<file path="config.mk">
export PLATFORM = sky130hd
export DESIGN_NAME = bitmap_frame_allocator_unit
export DESIGN_NICKNAME = d
export VERILOG_FILES = /design/src/bfa_pkg.sv /design/src/bitmap_frame_allocator_unit.sv
export SDC_FILE = /design/constraint.sdc
export NUM_CORES = 1
export LEC_CHECK = 0
export ABC_AREA = 1
export BUFFER_PORTS_ARGS = -buffer_cell sky130_fd_sc_hd__clkbuf_2
export CAP_MARGIN = 10
export CORE_MARGIN = 8
export CORE_UTILIZATION = 61
export CTS_CLUSTER_SIZE = 16
export DETAILED_ROUTE_END_ITERATION = 12
export PLACE_DENSITY = 0.79
export SYNTH_ARGS = -nofsm -noshare
export SYNTH_HDL_FRONTEND = slang
export SYNTH_SLANG_ARGS = --single-unit
</file>
<file path="constraint.sdc">
create_clock -name clock -period 19.35 [get_ports clock]
set_input_delay 2.9025 -clock clock [delete_from_list [all_inputs] [get_ports clock]]
set_output_delay 2.9025 -clock clock [all_outputs]
set_load 0.01 [all_outputs]
</file>
<file path="src/bfa_pkg.sv">
// ----------------------------------------------------------------------------
// bfa_pkg
// Shared types and constants for the bitmap frame allocator: request and
// response payloads, request kinds and default sizes.
// ----------------------------------------------------------------------------
package bfa_pkg;

   // default sizing of the occupancy bitmap
   localparam int MAX_FRAMES_DEF    = 256;
   localparam int MAP_WORD_BITS_DEF = 32;

   // field widths
   localparam int KIND_W  = 1;
   localparam int FRAME_W = 8;
   localparam int COUNT_W = 9;
   localparam int CSR_W   = 9;

   // frames in use after reset
   localparam logic [CSR_W-1:0] FRAMES_RESET = 9'd256;

   // request kinds
   localparam logic [KIND_W-1:0] KIND_ALLOC   = 1'b0;
   localparam logic [KIND_W-1:0] KIND_RELEASE = 1'b1;

   typedef struct packed {
      logic [KIND_W-1:0]  kind;
      logic [FRAME_W-1:0] frame;
   } req_type;

   typedef struct packed {
      logic [FRAME_W-1:0] frame_index;
      logic               ok;
      logic [COUNT_W-1:0] free_count;
   } rsp_type;

endpackage

</file>
<file path="src/bitmap_frame_allocator_unit.sv">
// ----------------------------------------------------------------------------
// bitmap_frame_allocator_unit
// First-fit physical frame allocator over an occupancy bitmap held in a
// word-wide synchronous memory.
// ----------------------------------------------------------------------------
// The single memory read port delivers one bitmap word per cycle, and every
// request sweeps all words to find the lowest free frame, apply the release
// and recount the free frames in use. One request is in flight at a time; the
// next request is taken while the previous response still waits in the
// output register. The bitmap reads as all free after reset with no clearing
// pass: a valid bit per memory word marks words that have been written since
// reset. csr_wr_data sets the number of frames in use (saturated to
// MAX_FRAMES) and may change only while idle.
// ----------------------------------------------------------------------------
module bitmap_frame_allocator_unit #(
   parameter int MAX_FRAMES    = bfa_pkg::MAX_FRAMES_DEF,
   parameter int MAP_WORD_BITS = bfa_pkg::MAP_WORD_BITS_DEF
) (
   input  logic                     clock,
   input  logic                     reset,
   // request channel
   input  logic                     req_valid,
   output logic                     req_ready,
   input  bfa_pkg::req_type         req_data,
   // response channel
   output logic                     rsp_valid,
   input  logic                     rsp_ready,
   output bfa_pkg::rsp_type         rsp_data,
   // configuration
   input  logic                     csr_wr_en,
   input  logic [bfa_pkg::CSR_W-1:0] csr_wr_data
);

   localparam int MAP_WORDS = (MAX_FRAMES + MAP_WORD_BITS - 1) / MAP_WORD_BITS;
   localparam int WPTR_W    = (MAP_WORDS > 1) ? $clog2(MAP_WORDS) : 1;
   localparam int SUM_W     = $clog2(MAX_FRAMES + MAP_WORD_BITS + 1);
   localparam int EXT_W     = (SUM_W > bfa_pkg::CSR_W) ? SUM_W : bfa_pkg::CSR_W;
   localparam int CNT_W     = $clog2(MAX_FRAMES + 1);
   localparam int PICK_W    = $clog2(MAP_WORD_BITS);
   localparam int PC_W      = $clog2(MAP_WORD_BITS + 1);
   localparam logic [WPTR_W-1:0] LAST_WORD = WPTR_W'(MAP_WORDS - 1);

   typedef enum logic [1:0] {
      ST_IDLE,
      ST_SCAN,
      ST_DONE
   } state_type;

   // control and request state
   state_type                state_ff;
   logic [bfa_pkg::CSR_W-1:0] csr_frames_ff;
   logic [bfa_pkg::KIND_W-1:0] kind_ff;
   logic [EXT_W-1:0]         frame_ff;
   logic [EXT_W-1:0]         n_ff;
   logic                     rel_ok_ff;
   logic                     issue_on_ff;
   logic [WPTR_W-1:0]        issue_ptr_ff;
   logic                     proc_vld_ff;
   logic [WPTR_W-1:0]        proc_ptr_ff;
   logic [EXT_W-1:0]         base_ff;
   logic                     found_ff;
   logic [EXT_W-1:0]         idx_ff;
   logic [CNT_W-1:0]         cnt_ff;
   logic [MAP_WORDS-1:0]     row_vld_ff;
   logic                     rsp_valid_ff;
   bfa_pkg::rsp_type         rsp_data_ff;

   // bitmap memory and its read register
   logic [MAP_WORD_BITS-1:0] map_mem [MAP_WORDS];
   logic [MAP_WORD_BITS-1:0] mem_q_ff;
   logic                     q_vld_ff;

   // request-side derived values
   logic [EXT_W-1:0]         cfg_ext;
   logic [EXT_W-1:0]         n_in;
   logic [EXT_W-1:0]         frame_in;

   // word processing
   logic [MAP_WORD_BITS-1:0] word_eff;
   logic [MAP_WORD_BITS-1:0] in_rng;
   logic [MAP_WORD_BITS-1:0] hit;
   logic [MAP_WORD_BITS-1:0] free_vec;
   logic [MAP_WORD_BITS-1:0] new_word;
   logic                     any_free;
   logic                     take_alloc;
   logic [PICK_W-1:0]        pick;
   logic [PC_W-1:0]          pc;
   logic                     wr_en;
   logic                     accept;
   logic                     rsp_free;

   assign accept    = req_valid && req_ready;
   assign req_ready = (state_ff == ST_IDLE);
   assign rsp_valid = rsp_valid_ff;
   assign rsp_data  = rsp_data_ff;
   assign rsp_free  = !rsp_valid_ff || rsp_ready;

   // saturate the frame count and widen the frame number
   assign cfg_ext  = EXT_W'(csr_frames_ff);
   assign n_in     = (cfg_ext > EXT_W'(MAX_FRAMES)) ? EXT_W'(MAX_FRAMES) : cfg_ext;
   assign frame_in = EXT_W'(req_data.frame);

   // decode range, release hit and lowest free bit of the word under process
   always_comb begin
      word_eff = q_vld_ff ? mem_q_ff : '0;
      for (int j = 0; j < MAP_WORD_BITS; j++) begin
         in_rng[j] = (base_ff + EXT_W'(j)) < n_ff;
         hit[j]    = (base_ff + EXT_W'(j)) == frame_ff;
      end
      free_vec = ~word_eff & in_rng;
      any_free = |free_vec;
      pick     = '0;
      for (int j = MAP_WORD_BITS - 1; j >= 0; j--) begin
         if (free_vec[j]) begin
            pick = PICK_W'(j);
         end
      end
      take_alloc = (kind_ff == bfa_pkg::KIND_ALLOC) && !found_ff && any_free;
      new_word   = word_eff;
      if (take_alloc) begin
         new_word[pick] = 1'b1;
      end
      if ((kind_ff == bfa_pkg::KIND_RELEASE) && rel_ok_ff) begin
         new_word = new_word & ~hit;
      end
      pc = '0;
      for (int j = 0; j < MAP_WORD_BITS; j++) begin
         pc = pc + PC_W'(~new_word[j] & in_rng[j]);
      end
   end

   assign wr_en = (state_ff == ST_SCAN) && proc_vld_ff;

   // write back the modified word
   always_ff @(posedge clock) begin
      if (wr_en) begin
         map_mem[proc_ptr_ff] <= new_word;
      end
   end

   // read one word per cycle
   always_ff @(posedge clock) begin
      mem_q_ff <= map_mem[issue_ptr_ff];
      q_vld_ff <= row_vld_ff[issue_ptr_ff];
   end

   // sequence the sweep and hold the response
   always_ff @(posedge clock) begin
      if (reset) begin
         state_ff      <= ST_IDLE;
         csr_frames_ff <= bfa_pkg::FRAMES_RESET;
         issue_on_ff   <= 1'b0;
         issue_ptr_ff  <= '0;
         proc_vld_ff   <= 1'b0;
         found_ff      <= 1'b0;
         row_vld_ff    <= '0;
         rsp_valid_ff  <= 1'b0;
      end else begin
         if (csr_wr_en) begin
            csr_frames_ff <= csr_wr_data;
         end
         // drop the response once taken, unless the next one loads now
         if (rsp_valid_ff && rsp_ready && (state_ff != ST_DONE)) begin
            rsp_valid_ff <= 1'b0;
         end
         case (state_ff)
            ST_IDLE: begin
               if (accept) begin
                  kind_ff      <= req_data.kind;
                  frame_ff     <= frame_in;
                  n_ff         <= n_in;
                  rel_ok_ff    <= frame_in < n_in;
                  issue_on_ff  <= 1'b1;
                  issue_ptr_ff <= '0;
                  proc_vld_ff  <= 1'b0;
                  base_ff      <= '0;
                  found_ff     <= 1'b0;
                  idx_ff       <= '0;
                  cnt_ff       <= '0;
                  state_ff     <= ST_SCAN;
               end
            end
            ST_SCAN: begin
               // advance the read pointer
               proc_vld_ff <= issue_on_ff;
               proc_ptr_ff <= issue_ptr_ff;
               if (issue_on_ff) begin
                  if (issue_ptr_ff == LAST_WORD) begin
                     issue_on_ff <= 1'b0;
                  end else begin
                     issue_ptr_ff <= issue_ptr_ff + WPTR_W'(1);
                  end
               end
               // fold in the word just written back
               if (proc_vld_ff) begin
                  row_vld_ff[proc_ptr_ff] <= 1'b1;
                  base_ff <= base_ff + EXT_W'(MAP_WORD_BITS);
                  cnt_ff  <= cnt_ff + CNT_W'(pc);
                  if (take_alloc) begin
                     found_ff <= 1'b1;
                     idx_ff   <= base_ff + EXT_W'(pick);
                  end
                  if (!issue_on_ff) begin
                     state_ff <= ST_DONE;
                  end
               end
            end
            ST_DONE: begin
               if (rsp_free) begin
                  rsp_valid_ff         <= 1'b1;
                  rsp_data_ff.free_count <= bfa_pkg::COUNT_W'(cnt_ff);
                  if (kind_ff == bfa_pkg::KIND_RELEASE) begin
                     rsp_data_ff.ok          <= rel_ok_ff;
                     rsp_data_ff.frame_index <= frame_ff[bfa_pkg::FRAME_W-1:0];
                  end else begin
                     rsp_data_ff.ok          <= found_ff;
                     rsp_data_ff.frame_index <= idx_ff[bfa_pkg::FRAME_W-1:0];
                  end
                  issue_ptr_ff <= '0;
                  state_ff     <= ST_IDLE;
               end
            end
            default: begin
               state_ff <= ST_IDLE;
            end
         endcase
      end
   end

   // a request starts its sweep at the first bitmap word
   a_sweep_start: assert property (@(posedge clock) disable iff (reset)
      accept |=> (state_ff == ST_SCAN) && issue_on_ff && (issue_ptr_ff == '0))
      else $error("sweep did not start at word zero");

   // the last word processed ends the sweep
   a_sweep_end: assert property (@(posedge clock) disable iff (reset)
      (state_ff == ST_SCAN) && proc_vld_ff && !issue_on_ff |=> (state_ff == ST_DONE))
      else $error("sweep did not finish after the last word");

   // an allocated frame lies within the frames in use
   a_alloc_range: assert property (@(posedge clock) disable iff (reset)
      (state_ff == ST_DONE) && found_ff |-> (idx_ff < n_ff))
      else $error("allocated frame outside the frames in use");

   // the free count never exceeds the frames in use
   a_count_range: assert property (@(posedge clock) disable iff (reset)
      (state_ff == ST_DONE) |-> (EXT_W'(cnt_ff) <= n_ff))
      else $error("free count above frames in use");

   // only allocate requests find a frame
   a_found_kind: assert property (@(posedge clock) disable iff (reset)
      (state_ff != ST_IDLE) && found_ff |-> (kind_ff == bfa_pkg::KIND_ALLOC))
      else $error("frame found on a release request");

endmodule

</file>
==> results by stage, run 1 <==
Outcome:
- The run finished with clean final reports.

Placement:
- The pre-CTS worst setup slack is 9050 ps.
- The placer congestion estimate is 0.997.
- Buffers placed on the I/O ports in this run total 42.
- The final HPWL from detailed placement is 27900 µm.
- After detailed placement, the total cell area comes to 17700 µm².

Critical path:
- The worst setup path is of the reg -> reg kind.
- The worst setup path is launched from a flop.
- For the worst setup path, the data required time is 19600 ps.
- The maximum fanout along the worst path is 18.
- The cell family contributing the most delay on the critical path is adder cells.
- The signal arrival time at the worst endpoint is 10660 ps.
- The delay of the slowest cell on the worst path is 720 ps.
- The critical path contains buffers and inverters numbering 9 combined.
- The critical path's slowest cell is nor2_1.
- The worst setup path is captured at a flop.

STA:
- Setup violations remaining at the end of the flow were counted as 0.
- The hold violation total from the final report is 0.
- The slew at the pin with the worst max-slew slack is 1190 ps.
- The shortest period the worst path allows is 10410 ps.
- The number of slew-limit violations in the final report is 0.
- The worst hold slack after final layout is 464 ps.
- The highest achievable clock rate is 0.0961 GHz.
- Of the available clock period, the critical path in the final layout requires 53.8%.
- For the final routed database, the setup TNS stands at 0 ps.
- The slack of the critical path is 8940 ps.
- Setup repair after global routing left no endpoint under its margin.
- The worst-case headroom to the max-slew limit is 20.5%.
- The final worst clock skew is 15.9 ps.

Yosys:
- In this run the biggest area consumer among cell types represents 55.7% of the synthesized area.
- For this run, the leading register cell type out of synthesis is edfxtp_1.
- The simple-gate portion of the synthesized area is 15.5%.
- After synthesis, the most frequently instantiated cells are 364 x nor2_1, 317 x edfxtp_1, 220 x nand2_1.
- The area of the mapped netlist is 17100 µm².
- The adder and majority gate portion of the synthesized area is 4.90%.
- Yosys mapped a number of flops with a built-in enable equal to 317.
- Synthesis produced 1670 cells.
- The number of different library cells in the post-synthesis netlist is 49.
- The multiplexer share of the synthesized area is 0.198%.
- By area, the combinational part of the netlist is dominated by simple AND/OR/NAND/NOR gates.
- In this run, synthesis produced a sequential element count of 376.
- The number of nets handed over by synthesis was 1745.
- The leading cell type by number of instances after synthesis is nor2_1.
- Summing the areas of all compound-gate instances in the mapped netlist gives 11.0% of the synthesized area.
- After Yosys synthesis, XOR and XNOR cells account for 0.461% of the synthesized area.
- Sequential elements use 62.6% of the synthesized area.
- The cell taking the most area after synthesis is edfxtp_1.
- In this run the mean area of a mapped cell was 10.2 µm².
- The warning count from the yosys run is 0.
- For this run, asynchronously set or reset flops after synthesis account for 0%.
- By area the synthesized netlist is led by edfxtp_1 56%, nor2_1 8.0%, dfxtp_1 6.9%.

Layout:
- Fill cells in the final layout number 2067.
- Compared with the post-synthesis result, the final layout area differs by 10.3%.
- 0 antenna diodes ended up in the layout.
- After routing the design area is 18900 µm².
- The fraction of final layout cells sized beyond drive strength 1 is 9.03%.
- The net count of the finished layout is 1773.

Floorplanning:
- The die height is 183 µm.
- After floorplanning, the core was divided into 61 placement rows.
- For this design the top-level I/O count stands at 43.
- The starting density of the core is 61.7%.
- The core footprint is 27700 µm².
- In this run the horizontal extent of the chip is 183 µm.
- The die covers 33600 µm².

Worst hold path:
- The tightest min-delay check is of the reg -> reg type.

GRT:
- The number of global-route vias before repair came to 11800.
- The wire length of the first global-routing pass is 65700 µm.
- Entering global routing, the biggest net connects 102 pins.
- The initial antenna violation count is 0.
- Global routing finished with a remaining overflow of 0.
- Global routing used 25.1% of the available tracks.

Clock network:
- The cts-stage hold buffer count is 0.
- The post-CTS setup repair buffer count is 0.
- The level count of the clock H-tree is 2.
- The clock transition at the registers of the reported paths is 60 ps.
- The TritonCTS clock tree is built.
- The clock reaches the later pin of the worst-skew pair after 520 ps.
- Counting the buffers created by CTS gives 37.
- The count of instances resized after the clock tree is built is 0.
- The sink count of the clock tree is 376.
- The tree is rooted in a clkbuf_16.
- No sink is reached through more buffers than the 3 on the longest clock path.

Drt:
- Dividing the detail-routed wire length by the instance count gives 20.1 µm.
- The final wirelength is 42300 µm.
- The first-pass detailed-route iteration total is 5.
- In the routed layout, each cell is associated on average with a via count of 5.82.
- Detailed routing inserted a total of 12300 vias.
- After the first detailed-routing iteration, the DRC count stood at 1228.
- The number of remaining DRC errors is 0.
- The number of nets with antenna violations after routing is 0.

Job:
- Max-cap violations in this run came to 0.
metrics by stage:
step,utilization (%),instances
6_report,68.1,2105
4_1_cts,68.1,2105
2_1_floorplan,-,1670
5_1_grt,68.1,2105
3_3_place_gp,63.8,2037
3_5_place_dp,63.8,2037
worst register-to-register path: cells and delay by family, from the launching register on:
kind | cells | cell delay [ps]
fa+ha+maj | 10 | 4410
simple gates | 17 | 3280
compound gates | 7 | 1120
buf+inv | 9 | 700
flops | 1 | 480
xor+xnor | 1 | 160
cell usage in the layout, fill, tap and decap left out, drive strengths merged:
master and n:
nor2 367, edfxtp 317, nand2 227, o21ai 169
inv 164, clkbuf 93, a21oi 68, dfxtp 59
a31oi 41, o22ai 33, nand3 29, ha 27
fa 25, nand4 18, buf 18, clkinv 16
a21boi 12, nor3 10, xor2 7, o21bai 5
nor4 3, mux2 3, or2 3, xnor2 2
a22oi 2, a211oi 2, o221ai 1, o211ai 1
o2111ai 1, a221oi 1, nand3b 1, o21a 1
bufinv 1
layout make-up:
class,instances,area [µm²],area share (%)
clock buffers,51,1060,5.63
clock inverters,17,114,0.604
multi-input cells,1059,5540,29.4
flip-flops and latches,376,10700,56.8
repair buffers,60,345,1.83
inverters,164,617,3.27
well taps,378,473,2.51
path summary, 6_finish.rpt:
check / from / endpoint / slack (ps) / cells after the start
max: base_ff[7] / cnt_ff[8] / 8940 / 44
min: cnt_ff[3] / rsp_data[3] / 460 / 0
max reg2reg: base_ff[7] / cnt_ff[8] / 8940 / 44
min reg2reg: cnt_ff[3] / rsp_data[3] / 460 / 0
routing by layer:
metal  part of all wire (%)  GRT usage, %
met2                     48          40.6
met1                     43          34.8
met4                    2.4          7.61
met3                    6.8          3.77
met5                      0             0
registers in the layout (all words and copies together) (netlist names), 8 cells and up:
register	cells
frame_ff	8
cnt_ff	9
n_ff	9
idx_ff	8
cfg_ext	9
map_mem	256
mem_q_ff	32
rsp_data	18
row_vld_ff	8
kinds of logic after synthesis:
| group | count (synthesis) |
|---|---|
| xor gates and xnor gates | 9 |
| and+or+nand+nor | 658 |
| AOI/OAI and AO/OA | 337 |
| adders and majority gates | 52 |
| buffers and inverters | 235 |
| DFF | 376 |
| muxes | 3 |
Power of run 1 is not shown: default switching activity piles up to over one toggle a cycle in this logic, so the estimate is an artifact.
==> run 2: changes to the inputs <==
--- a/config.mk
+++ b/config.mk
@@ -9,10 +9,10 @@
 export BUFFER_PORTS_ARGS = -buffer_cell sky130_fd_sc_hd__clkbuf_2
 export CAP_MARGIN = 10
 export CORE_MARGIN = 8
-export CORE_UTILIZATION = 61
+export CORE_UTILIZATION = 56
 export CTS_CLUSTER_SIZE = 16
 export DETAILED_ROUTE_END_ITERATION = 12
-export PLACE_DENSITY = 0.79
+export PLACE_DENSITY = 0.76
 export SYNTH_ARGS = -nofsm -noshare
 export SYNTH_HDL_FRONTEND = slang
 export SYNTH_SLANG_ARGS = --single-unit
==> constraint.sdc (replaced) <==
create_clock -name clock -period 9.4 [get_ports clock]
set_input_delay 1.41 -clock clock [delete_from_list [all_inputs] [get_ports clock]]
set_output_delay 1.41 -clock clock [all_outputs]
set_load 0.01 [all_outputs]
==> results by stage, run 2 (synthesis results as in run 1) <==
Layout:
- The antenna cell count is 0.
- The number of flip-flops under the largest register name is 256.
- The area added between synthesis and finish is 16.8%.
- Ranked by flip-flop count, first place goes to map_mem.
- The library cell used most frequently in the layout, excluding fill and tap cells, is nor2_1.
- The count of cells in the finished layout, fillers not included, comes to 2222.
- The net count of the finished layout is 1871.
- After routing the design area is 20000 µm².
- In the layout the commonest cells are 353 x nor2_1, 317 x edfxtp_1, 208 x nand2_1.
- The post-route netlist has 17.1% of its cells at a drive strength greater than 1.

Worst hold path:
- The worst hold path belongs to the class reg -> reg.

Job:
- Max-cap violations in this run came to 0.

Clock network:
- Counting every sink on the clock net gives 376.
- The latest clock arrival within the worst-skew pair is 530 ps.
- The tree is rooted in a clkbuf_16.
- In this run, CTS created clock tree buffers numbering 39.
- The maximum clock path buffer count is 3.
- The TritonCTS clock tree is built.
- The level count of the clock H-tree is 2.
- The clock transition at the registers of the reported paths is 60 ps.

GRT:
- The first global-routing pass estimated 68100 µm of wire.
- The initial antenna violation count is 0.
- The number of global-route vias before repair is 12000.
- The largest net degree at the start of global routing is 79.
- Global routing finished with a remaining overflow of 0.
- For this run, the total global-route usage over all layers was measured as 24.3%.

Drt:
- The number of remaining DRC errors is 0.
- The vias per cell is 5.70.
- The routed design has 45000 µm of wire.
- After detailed routing, the average wire length per cell comes to 20.3 µm.
- The number of nets with antenna violations after routing is 0.
- The number of DRC markers after the initial detailed-route iteration is 1187.
- The total number of vias is 12700.
- The first-pass detailed-route iteration total is 5.

STA:
- Static timing analysis puts the maximum clock frequency at 0.108 GHz.
- The number of slew-limit violations in the final report is 0.
- The final number of setup-violating endpoints is 0.
- After routing, the total negative slack on setup checks comes to 0 ps.
- The routed design could run at a clock period as short as 9240 ps.
- The hold violation total from the final report is 0.
- Across all hold checks on the routed design, the worst slack comes to 463 ps.
- Setup repair after global routing could not meet its margin everywhere.
- The worst-case headroom to the max-slew limit is 22.5%.
- The final critical path takes up 98.2% of the cycle.
- At the pin with the least slew margin, the transition time is 1160 ps.
- Across the routed clock network, the largest skew measured is 12.6 ps.

Critical path:
- For the worst setup path, the data required time is 9640 ps.
- The worst setup path is launched from a flop.
- The worst setup path is captured at a flop.
- The category of the critical setup timing path is reg -> reg.
- The signal arrival time at the worst endpoint is 9480 ps.
- The delay of the slowest cell on the worst path is 520 ps.
- The maximum fanout along the worst path is 7.
- The slowest stage of the critical path is the fa_2 cell.

Placement:
- Counting tap cells, the placed design contains a total of 2126 instances.
- The placer congestion estimate is 1.01.
- Detailed placement ended at an HPWL of 30000 µm.
- After detailed placement, the total cell area comes to 18200 µm².
- Buffers placed on the I/O ports in this run total 42.

Floorplanning:
- The initialized floorplan defines 64 standard-cell rows.
- The number of placed I/O pins is 43.
- The die height is 191 µm.
- In this run the horizontal extent of the chip is 191 µm.
- Once the floorplan was initialized, standard cells occupied 56.3% of the core.
- The floorplan step defined a die boundary enclosing 36400 µm².
- In this run the standard cell core region covers 30300 µm².

Outcome:
- The flow ran to the end, and the final reports show no timing, DRC or antenna violations.
run 2: changes by cell type in the layout (fill, tap and decap cells not counted), sizes merged:
cell	previous run	this run
clkbuf	93	94
clkinvlp	0	1
nand2	227	229
buf	18	112
bufinv	1	2
run 2: worst paths after layout:
path               from           to  slack (ps)  cells past startpoint
max reg2reg  base_ff[6]    cnt_ff[8]         160                     49
min reg2reg   cnt_ff[5]  rsp_data[5]         460                      0
max          base_ff[6]    cnt_ff[8]         160                     49
min           cnt_ff[5]  rsp_data[5]         460                      0
run 2: cell type report:
class                      count  area, µm²
timing repair buffer         154       1060
multi-input combinational   1061       5840
inverter                     164        622
tap                          396        495
clock inverter                19        170
sequential                   376      10700
fill                        2383      10400
clock buffer                  52       1080
run 2: stage by stage:
stage                     utilization, %  worst slack [ps]
after floorplan                        -               758
after global placement              60.1             -99.6
after detailed placement            60.1              -139
after CTS                           64.4              7.72
after global routing                65.8              -252
final                               65.8               165
run 2: critical path: cells and delay by family (launching register included):
family,cells,cell delay (ps)
DFF,1,430
adders and majority gates,10,4000
AOI/OAI and AO/OA,5,760
buffers and inverters,13,1070
xor gates and xnor gates,1,150
and+or+nand+nor,20,2540
run 2: metal layers:
layer  wire length [µm]  global-route usage, %  vias to the layer above
li1                   -                      -                     5957
met1              18900                   32.4                     6112
met2              21500                   40.0                      490
met3               2860                   3.16                      111
met4               1710                   9.28                        0
met5                  0                      0                        -
run 2: repair_timing:
action | in CTS | in global routing
cloned | 0 | 2
hold buffers | 0 | 0
setup buffers | 1 | 24
pin swaps | 1 | 43
resized for setup | 11 | 71
endpoints found under the setup margin | 2 | 6
Power of run 2 is left out for the same reason.
==> run 3: changes to the inputs <==
--- a/config.mk
+++ b/config.mk
@@ -12,6 +12,7 @@
 export CORE_UTILIZATION = 56
 export CTS_CLUSTER_SIZE = 16
 export DETAILED_ROUTE_END_ITERATION = 12
+export MAX_ROUTING_LAYER = met4
 export PLACE_DENSITY = 0.76
 export SYNTH_ARGS = -nofsm -noshare
 export SYNTH_HDL_FRONTEND = slang
==> results by stage, run 3 (synthesis results as in run 1) <==
Drt:
- In this run, the number of DRC markers left after iteration 0 of detailed routing was 1389.
- The total number of vias is 12700.
- For this run, design rule violations remaining after detail routing come to 0.
- The first-pass detailed-route iteration total is 5.
- The vias per cell is 5.71.
- The final wirelength is 45500 µm.
- Once detail routing completed, the nets flagged for antenna violations numbered 0.
- The post-detailed-route wirelength per cell is 20.5 µm.

STA:
- At the pin with the least slew margin, the transition time is 1110 ps.
- The worst hold slack after final layout is 470 ps.
- The final critical path takes up 98.4% of the cycle.
- The worst path meets setup with 147 ps of slack.
- On the final layout, the worst clock skew is 18.6 ps.
- The worst pin sits at a relative slew slack of 26.0%.
- The number of slew-limit violations in the final report is 0.
- The shortest period the worst path allows is 9250 ps.
- The hold violation total from the final report came to 0.
- Setup repair after global routing could not meet its margin everywhere.
- Setup violations remaining at the end of the flow were counted as 0.
- Based on the critical path, the design can be clocked at up to 0.108 GHz.

Critical path:
- The most common cell type on the critical path is nor2_1.
- The launch point of the worst reg-to-reg path is base_ff[7].
- In this run the critical register-to-register path is captured at cnt_ff[8].
- STA puts the critical path data arrival time at 9500 ps.
- The flop-to-flop setup slack is 150 ps.
- Counting both buffers and inverters, the worst setup path holds a total of 12.
- The critical path required time is 9650 ps.
- The critical path startpoint category is a flop.
- Along the worst path, the maximum fanout reaches 4.
- The critical path is of the reg -> reg type.
- Among all stages on the critical path, the largest delay is contributed by fa_1.
- The count of cells along the worst register-to-register path is 46.
- STA classifies the critical path endpoint as a flop.
- The gate family responsible for the most delay along the worst path is adder cells.
- On the worst path, the slowest cell contributes a delay of 570 ps.

Worst hold path:
- The startpoint of the tightest hold check path is cnt_ff[3].
- The class of the most critical hold timing path is reg -> reg.
- The hold-critical path endpoint is rsp_data[3].
- The worst hold path passes through 0 cells.

GRT:
- The initial antenna violation count was 0.
- Entering global routing, the biggest net connects 117 pins.
- The number of global-route vias before repair came to 12200.
- The global router's overall resource usage is 25.5%.
- The total overflow left after global routing is 0.
- The wire length of the first global-routing pass is 69400 µm.

Floorplanning:
- The die height is 191 µm.
- The starting density of the core is 56.3%.
- The number of placed I/O pins is 43.
- The die is 191 µm wide.
- The core footprint is 30300 µm².
- The full die area is 36400 µm².
- The site row count is 64.

Clock network:
- CTS built an H-tree with a depth of 2.
- TritonCTS built the clock tree.
- CTS saw 376 sinks.
- After clock tree synthesis, the clock-pin slew on the worst setup and hold paths is 60 ps.
- The clock passes through at most 3 buffers.
- For this design, the CTS-stage hold fixing added 0 buffers.
- The library cell used as clock root buffer is clkbuf_16.
- The latest clock arrival within the worst-skew pair is 530 ps.
- Counting the buffers created by CTS gives 39.

Layout:
- The number of fillers in the final layout is 2307.
- The fraction of final layout cells sized beyond drive strength 1 is 16.7%.
- In the layout the commonest cells are 354 x nor2_1, 317 x edfxtp_1, 214 x nand2_1.
- Relative to the synthesized area, the layout overhead comes to 16.8%.
- The most common cell after layout, fill and taps aside is nor2_1.
- The antenna cell count is 0.
- The net count of the finished layout is 1874.
- Counting flops per register, the top entry is map_mem.
- The number of flip-flops under the largest register name is 256.

Placement:
- The total of buffers placed on input and output ports is 42.
- The final HPWL from detailed placement is 30000 µm.
- The pre-CTS worst setup slack is -86.6 ps.
- The congestion estimate from routability-driven global placement came to 1.06.

Job:
- The max-capacitance violation count is 0.

Outcome:
- The flow ran to the end, and the final reports show no timing, DRC or antenna violations.
## run 3: cell types whose count changed in the layout (fill, tap and decap cells not counted), sizes merged
cell,change
clkinvlp,-1
nand2,-1
bufinv,+2
clkbuf,+1
clkinv,-1
buf,+4
## run 3: final cells by class
type	count	area (µm²)	area share, %
clock inverters	19	210	1.05
well taps	396	495	2.48
repair buffers	158	1080	5.43
multi-input cells	1060	5800	29.0
flip-flops and latches	376	10700	53.6
inverters	164	622	3.11
clock buffers	53	1060	5.31
## run 3: routing by layer
layer  vias up  routed length, µm  global-route usage (%)
li1       5949                  -                       -
met2       552              22000                    40.5
met1      6119              18900                    33.3
met5         -                  0                       -
met4         0               1230                    8.77
met3        97               3380                    3.51
## run 3: worst max path at each step
stage                from        end  slack [ps]  cells after the start
2_1_floorplan  base_ff[6]  cnt_ff[8]         760                     64
3_3_place_gp   base_ff[8]  cnt_ff[8]          20                     46
3_5_place_dp   base_ff[8]  cnt_ff[8]         -90                     46
4_1_cts        base_ff[6]  cnt_ff[8]          20                     63
5_1_grt           n_ff[8]  cnt_ff[8]        -270                     64
6_report       base_ff[7]  cnt_ff[8]         150                     46
## run 3: timing repair
action	in CTS	in global routing
resized for setup	6	66
cloned	0	1
endpoints found under the setup margin	1	6
setup buffers	1	20
pin swaps	0	46
## run 3: per-stage QoR
step | util (%) | instance area [µm²] | setup TNS [ps] | instances
final | 65.8 | 20000 | 0 | 2226
after global routing | 65.8 | 20000 | -683 | 2226
after CTS | 64.6 | 19600 | 0 | 2205
after detailed placement | 60.2 | 18300 | -86.6 | 2132
after global placement | 60.2 | 18300 | 0 | 2132
after floorplan | - | 17100 | 0 | 1670
## run 3: worst register-to-register path, delay by kind of cell, from the launching register on
family	cells	cell delay, ps
flip-flops	1	400
AND/OR/NAND/NOR	15	1300
XOR/XNOR	1	180
AO/OA/AOI/OAI	8	1630
buffers and inverters	12	1080
adder cells (fa/ha/maj)	10	4420
Power of run 3 is left out for the same reason.
